### config.mk
export PLATFORM = sky130hd
export DESIGN_NAME = image_header_dimension_parser
export DESIGN_NICKNAME = d
export VERILOG_FILES = /design/src/sv/ihdp_pkg.sv /design/src/sv/ihdp_scan.sv /design/src/sv/ihdp_decode.sv /design/src/sv/image_header_dimension_parser.sv
export SDC_FILE = /design/constraint.sdc
export NUM_CORES = 1
export LEC_CHECK = 0
export ABC_AREA = 0
export ABC_CLOCK_PERIOD_IN_PS = 9900
export BUFFER_PORTS_ARGS = -buffer_cell sky130_fd_sc_hd__buf_2
export CORE_MARGIN = 1
export CORE_UTILIZATION = 35
export CTS_CLUSTER_SIZE = 16
export DETAILED_ROUTE_END_ITERATION = 10
export GPL_TIMING_DRIVEN = 0
export PLACE_DENSITY = 0.49
export SKIP_LAST_GASP = 1
export SYNTH_ARGS = -nofsm -noshare
export SYNTH_HDL_FRONTEND = slang
export SYNTH_SLANG_ARGS = --single-unit
### constraint.sdc
create_clock -name clk -period 9.9 [get_ports clk]
set_input_delay 0.495 -clock clk [delete_from_list [all_inputs] [get_ports clk]]
set_output_delay 0.495 -clock clk [all_outputs]
set_load 0.005 [all_outputs]
### src/sv/ihdp_pkg.sv
// Types, constants and helpers for the image header dimension parser.
`default_nettype none
package ihdp_pkg;

  typedef logic [7:0] byte_t;

  localparam int unsigned HDR_LEN   = 24;  // bytes kept from the file start
  localparam int unsigned WIN_LEN   = 12;  // JPEG segment window
  localparam int unsigned WIN_BASE  = 2;   // window covers header 2..13
  localparam int unsigned JFIF_POS  = 9;   // JFIF test made on this byte
  localparam int unsigned SEG_START = 2;   // first segment position

  localparam byte_t MARKER   = 8'hFF;
  localparam byte_t SOI      = 8'hD8;
  localparam byte_t APP0     = 8'hE0;
  localparam byte_t PNG_SIG0 = 8'h89;
  localparam byte_t PNG_EOF  = 8'h1A;
  localparam byte_t ASC_CR   = 8'h0D;
  localparam byte_t ASC_LF   = 8'h0A;

  typedef enum logic [1:0] {
    FMT_NONE = 2'd0,
    FMT_JPEG = 2'd1,
    FMT_GIF  = 2'd2,
    FMT_PNG  = 2'd3
  } fmt_t;

  // per-beat control from the input stage to the scan unit
  typedef struct packed {
    logic go;
    logic last_byte;
  } beat_ctl_t;

  function automatic logic is_sof(input byte_t m);
    return (m == 8'hC0) || (m == 8'hC1) || (m == 8'hC2) || (m == 8'hC3) ||
           (m == 8'hC9) || (m == 8'hCA) || (m == 8'hCB);
  endfunction

endpackage
`default_nettype wire

### src/sv/ihdp_scan.sv
// Header capture, JPEG segment walk and position counters.
`default_nettype none
module ihdp_scan import ihdp_pkg::*; #(
  parameter int unsigned POSITION_WIDTH = 32
) (
  input  wire logic      clk,
  input  wire logic      rst_n,
  input  wire beat_ctl_t ctl,
  input  wire byte_t     data_byte,
  output byte_t          view [HDR_LEN],
  output logic           long_enough
);

  localparam int unsigned PW = POSITION_WIDTH;
  localparam logic [PW-1:0] POS_MAX = {PW{1'b1}};

  byte_t hdr_r  [HDR_LEN];
  byte_t hdr_nxt[HDR_LEN];
  byte_t win_r  [WIN_LEN];
  byte_t win_nxt[WIN_LEN];
  byte_t tail_r  [WIN_LEN];
  byte_t tail_nxt[WIN_LEN];

  logic [PW-1:0] cnt_r, cnt_nxt;
  logic [PW-1:0] nsp_r, nsp_nxt;
  logic          scanning_r, scanning_nxt;
  logic          done_r, done_nxt;

  logic          cnt_live;
  logic          jfif_at, jfif_ok, commit;
  logic [3:0]    win_idx;
  logic [PW:0]   end_sum, seg_sum;
  byte_t         seg_w0, seg_w1, seg_w2, seg_w3;
  logic          seg_stop;
  logic [PW-1:0] seg_nsp;

  assign cnt_live = (cnt_r != POS_MAX);
  assign win_idx  = 4'(cnt_r[3:0] - 4'(WIN_BASE));
  assign jfif_at  = cnt_live && (cnt_r == PW'(JFIF_POS));
  assign jfif_ok  = (hdr_r[0] == MARKER) && (hdr_r[1] == SOI) &&
                    (hdr_r[2] == MARKER) && (hdr_r[3] == APP0) &&
                    (hdr_r[6] == 8'h4A) && (hdr_r[7] == 8'h46) &&
                    (hdr_r[8] == 8'h49) && (data_byte == 8'h46);

  // window at nsp ends on byte nsp+11; no commit if that passes saturation
  assign end_sum = {1'b0, nsp_r} + (PW+1)'(WIN_LEN - 1);
  assign commit  = cnt_live && !jfif_at && scanning_r && !done_r &&
                   !end_sum[PW] && (end_sum[PW-1:0] == cnt_r);

  // first step reads the header window, later steps the fresh tail
  assign seg_w0 = jfif_at ? win_r[0] : tail_nxt[0];
  assign seg_w1 = jfif_at ? win_r[1] : tail_nxt[1];
  assign seg_w2 = jfif_at ? win_r[2] : tail_nxt[2];
  assign seg_w3 = jfif_at ? win_r[3] : tail_nxt[3];

  assign seg_stop = (seg_w0 != MARKER) || is_sof(seg_w1);
  assign seg_sum  = {1'b0, nsp_r} + (PW+1)'({seg_w2, seg_w3}) + (PW+1)'(2);
  assign seg_nsp  = seg_sum[PW] ? POS_MAX : seg_sum[PW-1:0];

  always_comb begin
    for (int k = 0; k < WIN_LEN - 1; k++) begin
      tail_nxt[k] = tail_r[k+1];
    end
    tail_nxt[WIN_LEN-1] = data_byte;

    hdr_nxt      = hdr_r;
    win_nxt      = win_r;
    cnt_nxt      = cnt_r;
    nsp_nxt      = nsp_r;
    scanning_nxt = scanning_r;
    done_nxt     = done_r;

    if (cnt_live) begin
      cnt_nxt = cnt_r + 1'b1;
      if (cnt_r < PW'(HDR_LEN)) begin
        hdr_nxt[cnt_r[4:0]] = data_byte;
      end
      if ((cnt_r >= PW'(WIN_BASE)) && (cnt_r < PW'(WIN_BASE + WIN_LEN))) begin
        win_nxt[win_idx] = data_byte;
      end
    end

    if (jfif_at) begin
      if (jfif_ok) begin
        scanning_nxt = 1'b1;
        if (seg_stop) done_nxt = 1'b1;
        else          nsp_nxt  = seg_nsp;
      end else begin
        done_nxt = 1'b1;
      end
    end else if (commit) begin
      win_nxt = tail_nxt;
      if (seg_stop) done_nxt = 1'b1;
      else          nsp_nxt  = seg_nsp;
    end
  end

  // header view: window covers positions 2..13
  for (genvar g = 0; g < HDR_LEN; g++) begin : g_view
    if ((g >= WIN_BASE) && (g < WIN_BASE + WIN_LEN)) begin : g_win
      assign view[g] = win_nxt[g - WIN_BASE];
    end else begin : g_hdr
      assign view[g] = hdr_nxt[g];
    end
  end

  assign long_enough = (cnt_nxt >= PW'(HDR_LEN));

  always_ff @(posedge clk) begin
    if (!rst_n) begin
      cnt_r      <= '0;
      nsp_r      <= PW'(SEG_START);
      scanning_r <= 1'b0;
      done_r     <= 1'b0;
    end else if (ctl.go) begin
      if (ctl.last_byte) begin
        cnt_r      <= '0;
        nsp_r      <= PW'(SEG_START);
        scanning_r <= 1'b0;
        done_r     <= 1'b0;
      end else begin
        cnt_r      <= cnt_nxt;
        nsp_r      <= nsp_nxt;
        scanning_r <= scanning_nxt;
        done_r     <= done_nxt;
      end
    end
  end

  // byte stores: every entry is rewritten before a later file reads it
  always_ff @(posedge clk) begin
    if (ctl.go) begin
      hdr_r  <= hdr_nxt;
      win_r  <= win_nxt;
      tail_r <= tail_nxt;
    end
  end

endmodule
`default_nettype wire

### src/sv/ihdp_decode.sv
// Format detection and width/height extraction from the header view.
`default_nettype none
module ihdp_decode import ihdp_pkg::*; (
  input  wire byte_t view [HDR_LEN],
  input  wire logic  long_enough,
  output logic        found,
  output fmt_t        image_format,
  output logic [31:0] width,
  output logic [31:0] height
);

  logic is_jpeg, is_gif, is_png;

  assign is_jpeg = (view[0] == MARKER) && (view[1] == SOI) && (view[2] == MARKER);
  assign is_gif  = (view[0] == 8'h47) && (view[1] == 8'h49) && (view[2] == 8'h46);
  assign is_png  = (view[0] == PNG_SIG0) && (view[1] == 8'h50) &&
                   (view[2] == 8'h4E) && (view[3] == 8'h47) &&
                   (view[4] == ASC_CR) && (view[5] == ASC_LF) &&
                   (view[6] == PNG_EOF) && (view[7] == ASC_LF) &&
                   (view[12] == 8'h49) && (view[13] == 8'h48) &&
                   (view[14] == 8'h44) && (view[15] == 8'h52);

  always_comb begin
    image_format = FMT_NONE;
    width        = '0;
    height       = '0;
    priority if (!long_enough) begin
      image_format = FMT_NONE;
    end else if (is_jpeg) begin
      image_format = FMT_JPEG;
      height       = {16'h0, view[7], view[8]};
      width        = {16'h0, view[9], view[10]};
    end else if (is_gif) begin
      image_format = FMT_GIF;
      width        = {16'h0, view[7], view[6]};
      height       = {16'h0, view[9], view[8]};
    end else if (is_png) begin
      image_format = FMT_PNG;
      width        = {view[16], view[17], view[18], view[19]};
      height       = {view[20], view[21], view[22], view[23]};
    end else begin
      image_format = FMT_NONE;
    end
  end

  assign found = (image_format != FMT_NONE);

endmodule
`default_nettype wire

### src/sv/image_header_dimension_parser.sv
// Top level of the image header dimension parser.
// Feed an image file one byte per beat on in_data_byte, flagging the final
// byte with in_last_byte. After that final beat one result beat appears on
// the out_ channel: out_found, out_image_format (0 none, 1 JPEG, 2 GIF,
// 3 PNG), out_width and out_height (both 0 when nothing is recognized).
// GIF and PNG sizes come from fixed offsets in the first 24 bytes. JFIF
// JPEGs are walked segment to segment until a start-of-frame marker or a
// segment not opening with FF; the 12-byte window at each segment start
// only counts once all of it has arrived, so a truncated scan reports the
// last complete window. Other JPEGs report the bytes at offsets 7..10. Files
// under 24 bytes report not found. Throughput is one byte per clock, apart
// from the final-byte stall below: each byte passes through an input
// register, then compare/add logic updates the scan state, and the result
// register is loaded as the final byte leaves the input register. Non-final
// bytes keep flowing while a result waits on out_ready; only a second final
// byte stalls until the pending result is taken. Position counters are
// POSITION_WIDTH bits and saturate. State returns to reset after each file.
`default_nettype none
module image_header_dimension_parser import ihdp_pkg::*; #(
  parameter int unsigned POSITION_WIDTH = 32
) (
  input  wire logic        clk,
  input  wire logic        rst_n,
  input  wire logic        in_valid,
  output logic             in_ready,
  input  wire logic [7:0]  in_data_byte,
  input  wire logic        in_last_byte,
  output logic             out_valid,
  input  wire logic        out_ready,
  output logic             out_found,
  output logic [1:0]       out_image_format,
  output logic [31:0]      out_width,
  output logic [31:0]      out_height
);

  // input stage
  logic        s1_valid_r, s1_valid_nxt;
  byte_t       s1_byte_r;
  logic        s1_last_r;
  logic        in_take;
  logic        s1_go;
  logic        out_free;

  // result register
  logic        out_valid_r, out_valid_nxt;
  logic        out_found_r;
  logic [1:0]  out_format_r;
  logic [31:0] out_width_r, out_height_r;

  beat_ctl_t   ctl;
  byte_t       view [HDR_LEN];
  logic        long_enough;
  logic        dec_found;
  fmt_t        dec_format;
  logic [31:0] dec_width, dec_height;

  // a final byte needs room in the result register; others never wait
  assign out_free     = !out_valid_r || out_ready;
  assign s1_go        = s1_valid_r && (!s1_last_r || out_free);
  assign in_ready     = !s1_valid_r || s1_go;
  assign in_take      = in_valid && in_ready;
  assign s1_valid_nxt = in_take || (s1_valid_r && !s1_go);

  assign ctl.go        = s1_go;
  assign ctl.last_byte = s1_last_r;

  always_ff @(posedge clk) begin
    if (!rst_n) begin
      s1_valid_r <= 1'b0;
    end else begin
      s1_valid_r <= s1_valid_nxt;
    end
  end

  always_ff @(posedge clk) begin
    if (in_take) begin
      s1_byte_r <= in_data_byte;
      s1_last_r <= in_last_byte;
    end
  end

  ihdp_scan #(
    .POSITION_WIDTH(POSITION_WIDTH)
  ) u_scan (
    .clk         (clk),
    .rst_n       (rst_n),
    .ctl         (ctl),
    .data_byte   (s1_byte_r),
    .view        (view),
    .long_enough (long_enough)
  );

  ihdp_decode u_decode (
    .view         (view),
    .long_enough  (long_enough),
    .found        (dec_found),
    .image_format (dec_format),
    .width        (dec_width),
    .height       (dec_height)
  );

  assign out_valid_nxt = (s1_go && s1_last_r) || (out_valid_r && !out_ready);

  always_ff @(posedge clk) begin
    if (!rst_n) begin
      out_valid_r <= 1'b0;
    end else begin
      out_valid_r <= out_valid_nxt;
    end
  end

  always_ff @(posedge clk) begin
    if (s1_go && s1_last_r) begin
      out_found_r  <= dec_found;
      out_format_r <= dec_format;
      out_width_r  <= dec_width;
      out_height_r <= dec_height;
    end
  end

  assign out_valid        = out_valid_r;
  assign out_found        = out_found_r;
  assign out_image_format = out_format_r;
  assign out_width        = out_width_r;
  assign out_height       = out_height_r;

endmodule
`default_nettype wire

# Word-level counts from Yosys, hierarchy flattened
# Cells that the tools add are included.
[totals]
reg_bits = 520
in_bits = 13
out_inout_bits = 69
elab_cells = 223
[classes]
addsub = 5
n_lt_le_gt_ge = 8
n_eq_ne = 38
mux = 42
n_bitwise = 4
n_reduce_logical = 65
[ops]
columns = ["op", "n"]
rows = [
  ["$mux 192", 2],
  ["$mux 96", 4],
  ["$mux 32", 8],
  ["$bwmux 192", 1],
  ["$eq 8x8->1 const B", 15],
  ["$eq 8x7->1 const B", 14],
  ["$bwmux 96", 1],
  ["$mux 16", 6],
  ["$mux 8", 6],
  ["$demux 8 s5", 1],
  ["$logic_and 1x1->1", 36],
  ["$add 32x16->33", 1],
  ["$add 32x4->33 const B", 1],
  ["$add 33x2->33 const B", 1],
  ["$add 32x1->32 const B", 1],
  ["$demux 8 s4", 1],
  ["$eq 32x32->1", 1],
  ["$eq 32x4->1 const B", 1],
  ["$ge 32x2->1 const B", 1],
  ["$ge 32x5->1 const B", 1],
  ["$lt 32x4->1 const B", 1],
  ["$lt 32x5->1 const B", 1],
  ["$ne 32x32->1 const B", 1],
  ["$eq 8x4->1 const B", 3],
  ["20 further kinds", 53],
]

# Depth between registers and ports, before layout
[depth]
ltp_word = 27
depth_mapped = 23
depth_no_buf = 21

# Modules after synthesis
# Synthesis repeated with hierarchy kept, for this count alone.
[hier_totals]
hier_cells = 2000
hier_area_um2 = 23233.5
[modules_own_cells]
columns = ["module", "n_inst", "cells_per_inst", "area_each_um2", "seq_area_each_um2"]
rows = [
  ["ihdp_scan", 1, 1682, 19489.9, 10930.5],
  ["image_header_dimension_parser", 1, 88, 2398.6, 2322.2],
  ["ihdp_decode", 1, 230, 1345.0, 0.0],
]

# Worst setup path after synthesis
# No wires, ideal clock.
[synth_timing]
kind = "input port to flip-flop"
start = "input out_ready"
end = "register with a tool-made name"
arrival_ns = 9.735
required_time_ns = 9.523
slack_ns = -0.212
cell_stages = 8
path_buffers = 2
path_cell_list = "nor2b_1 > nand2_1 > nand2_1 > inv_1 > clkbuf_1 > clkbuf_1 > nand3_1 > nor2_1"
[synth_rtl]
columns = ["element", "line_no", "text"]
rows = [
  ["start: declaration", "image_header_dimension_parser.sv:29", "input wire logic out_ready,"],
]

# Final worst setup path
[layout_timing]
start = "register u_scan.cnt_r[24]"
end = "register u_scan.nsp_r[9]"
[layout_between]
elab_chain_len = 15
word_cells_on_any_way = 40
[layout_lines]
columns = ["element", "line_no", "text"]
rows = [
  ["start: declaration", "ihdp_scan.sv:24", "logic [PW-1:0] cnt_r, cnt_nxt;"],
  ["start signal: assignment", "ihdp_scan.sv:122", "cnt_r <= cnt_nxt;"],
  ["parallel branches: the longest is 15 deep, another holds $add 32x16->33", "n/a", ""],
  ["end signal: assignment", "ihdp_scan.sv:112", "nsp_r <= PW'(SEG_START);"],
  ["end signal: assignment", "ihdp_scan.sv:118", "nsp_r <= PW'(SEG_START);"],
  ["end signal: assignment", "ihdp_scan.sv:123", "nsp_r <= nsp_nxt;"],
  ["end: declaration", "ihdp_scan.sv:25", "logic [PW-1:0] nsp_r, nsp_nxt;"],
]
# Several ways; the timed one is not identified. The select of a mux whose other input is x is not followed.
# A chain may end at the register's enable or synchronous reset.

==> results_dict.tcl <==
set metrics [dict create \
    status "complete, no violations" \
    vias 17610 \
    worstPathArrival_ps 6950 \
    grt_setup_unrepaired "false" \
    drc 0 \
    grt.met3_usage 0.0256 \
    path_max_fanout 10 \
    synth_warnings 0 \
    first_pass_iters 9 \
    synth_edf_count 388 \
    synth.distinct_cells 81 \
    synth_compound_area_frac 0.104 \
    nFillCells 6394 \
    min_period_over_period 0.648 \
    ios 82 \
    antenna_found_initial 1 \
    powerDensity_nw_per_um2 160 \
    drv_slew 0 \
    required_ps 10430 \
    initialDrtViolationCount 1716 \
    syn_area_per_cell_um2 11.0 \
    end_kind "flip-flop" \
    cp_slowest_cell "nor3_1" \
    hold_violations 0 \
    cap_violations 0 \
    use_met1 0.302 \
    synth_xor_area_frac 0.0268 \
    post_cts_buffers 0 \
    layout_commonest_cell "edfxtp_1" \
    gp_congestion 0.899 \
    area_growth_pct 14.4 \
    clock.fmax_mhz 156 \
    grt_pass1_wl_mm 110 \
    setup_viol 0 \
    routed_via_density 5.52 \
    critPathMaxStageDelay_ps 640 \
    multiInputGateArea_um2 9760 \
    cts_tree "done" \
    synth-seq-area-share 0.553 \
    portBuffers 81 \
    hp-class "input port to flip-flop" \
    synth.mux.area_fraction 0.0852 \
    cts-resized-gates 0 \
    start_util 0.356 \
    insertion_delay_ps 630 \
    path_clk_slew_ps 60 \
    die_w_um 261 \
    synth_fp_nets 2196 \
    antenna_cells 0 \
    hpwl_mm 52.4 \
    synth_adder_area_share 0.0221 \
    grt_max_degree 106 \
    leakage_nw 9.51 \
    htreeDepth 2 \
    cts_sinks 456 \
    yosys-top-cells-area "edfxtp_1, dfxtp_1, mux2_2" \
    ir_drop_mv 0.139 \
    synth_top_area_share 0.495 \
    row_count 94 \
    busiest_layer "met2" \
    path_cells "buf_2 -> nor4_1 -> nand3_1 -> nor3_4 -> nand3_1 -> clkbuf_1 -> nand2_1 -> nand2_1 -> ha_1 -> ha_1 -> a21oi_1 -> o21ai_0 -> nand3_1 -> a21oi_1 -> nor2_1 -> a211o_1 -> nor3_1 -> clkbuf_1 -> o21ai_0 -> a21boi_1" \
    syn_inst 2142 \
    total_power_mw 4.32 \
    netlist_area_um2 23500 \
    worstMarginPinSlew_ps 1330 \
    synth.ff_latch_count 456 \
    dieHeight_um 261 \
    gr-usage-met2 0.352 \
    synthArstFlopShare 0 \
    grt-ovfl-total 0 \
    synth_flop_cell "edfxtp_1" \
    relSlewSlack 0.103 \
    synth_top_family_by_area "simple AND/OR/NAND/NOR gates" \
    skew_ps 32.5 \
    grt_usage 0.215 \
    critPathKind "flip-flop to flip-flop" \
    crit_path_frequent_cell "nand3_1" \
    most-common-layout-cells "edfxtp_1, nand2_1, nor2_1, a21oi_1, buf_2" \
    die_area_um2 68200 \
    grt_pass1_vias 17299 \
    wl_per_cell_um 23.1 \
    hold_buffers 0 \
    layout.nets 2335 \
    root_buffer "clkbuf_16" \
    yosysTopAreaCell "edfxtp_1" \
    wirelength_mm 73.5 \
    tns_ps 0 \
    drive_gt1_frac 0.137 \
    cp-start-kind "flip-flop" \
    final.min_clock_period_ps 6420 \
    cts_buffers 51 \
    regArea_um2 13000 \
    clockBufferDepth 3 \
    core_um2 66100 \
    synthSimpleGateAreaFrac 0.175 \
    drtAntennaViolNets 0 \
]
==> path summary, 6_finish.rpt <==
kind / start / cells after the start / to / slack (ps)
max: u_scan.cnt_r[24] / 20 / u_scan.nsp_r[9] / 3480
min: in_data_byte[4] / 1 / s1_byte_r[4] / 40
min reg2reg: u_scan.tail_nxt[17] / 0 / u_scan.tail_nxt[25] / 420
max reg2reg: u_scan.cnt_r[24] / 20 / u_scan.nsp_r[9] / 3480
==> sequential cells by signal (all words and copies together) (netlist names), named ones only <==
signal,count
out_found,1
out_height,32
out_image_format,2
out_valid,1
out_width,32
s1_byte_r,8
s1_last_r,1
s1_valid_r,1
u_scan.cnt_r,32
u_scan.done_r,1
u_scan.hdr_r,96
u_scan.nsp_r,32
u_scan.scanning_r,1
u_scan.tail_nxt,88
u_scan.win_r,88
==> synthesized netlist by cell type (12+ instances only) <==
cell      instances
edfxtp_1        388
nand2_1         234
nor2_1          153
a21oi_1         130
clkbuf_1         97
mux2i_1          94
mux2_2           93
o21ai_0          79
dfxtp_1          68
nand3_1          56
nand4_1          53
xnor2_1          49
nor3_1           47
and2_1           43
nand2b_1         43
nor4_1           43
inv_1            42
ha_1             40
buf_2            29
nor2b_1          27
a31oi_1          24
and3_1           24
xor2_1           23
a21boi_0         18
buf_1            18
o22a_1           16
o211ai_1         15
or3_1            14
a22oi_1          12
==> critical path, delay by kind of cell, from the launching register on <==
kind / cells / cell delay [ps]
AND/OR/NAND/NOR: 9 / 3000
AO/OA/AOI/OAI: 6 / 1430
buffers and inverters: 3 / 1000
adder cells (fa/ha/maj): 2 / 600
flip-flops: 1 / 290
==> final cells by class <==
cell class                 instances  area share
buffer                           149      0.0238
clock buffer                      60      0.0487
clock inverter                    36      0.0159
inverter                          42     0.00586
multi-input combinational       1495       0.363
sequential                       456       0.484
tap                              864      0.0402
timing repair buffer              86      0.0190
==> per-stage QoR <==
step	instances	setup slack [ps]	utilization	cell area (µm²)	hold WS, ps
6_report	3188	3480	0.407	26900	41.5
5_1_grt	3188	2980	0.407	26900	19.9
4_1_cts	3188	3550	0.407	26900	14.0
3_5_place_dp	3092	3600	0.381	25200	406
3_3_place_gp	3087	1530	0.378	25000	402
2_1_floorplan	2142	4150	-	23500	400
==> cell families (layout without fill, tap and decap cells) <==
logic type,Yosys count,count (layout)
AND/OR/NAND/NOR,806,806
flip-flops,456,456
AO/OA/AOI/OAI,388,388
buffers and inverters,191,373
multiplexers,188,188
XOR/XNOR,72,72
adder cells (fa/ha/maj),41,41
==> routing by layer <==
layer / share of wire / vias up
li1: - / 8224
met1: 0.45 / 8745
met3: 0.054 / 95
met4: 0.020 / 0
met5: 0 / -
met2: 0.47 / 546
==> report_power, final <==
part,total (mW),internal (mW),switching [mW]
sequential,2.16,2.12,0.0330
combinational,0.167,0.0458,0.121
clock,1.99,1.16,0.830
No activity file was read; power rests on OpenSTA's default activity.
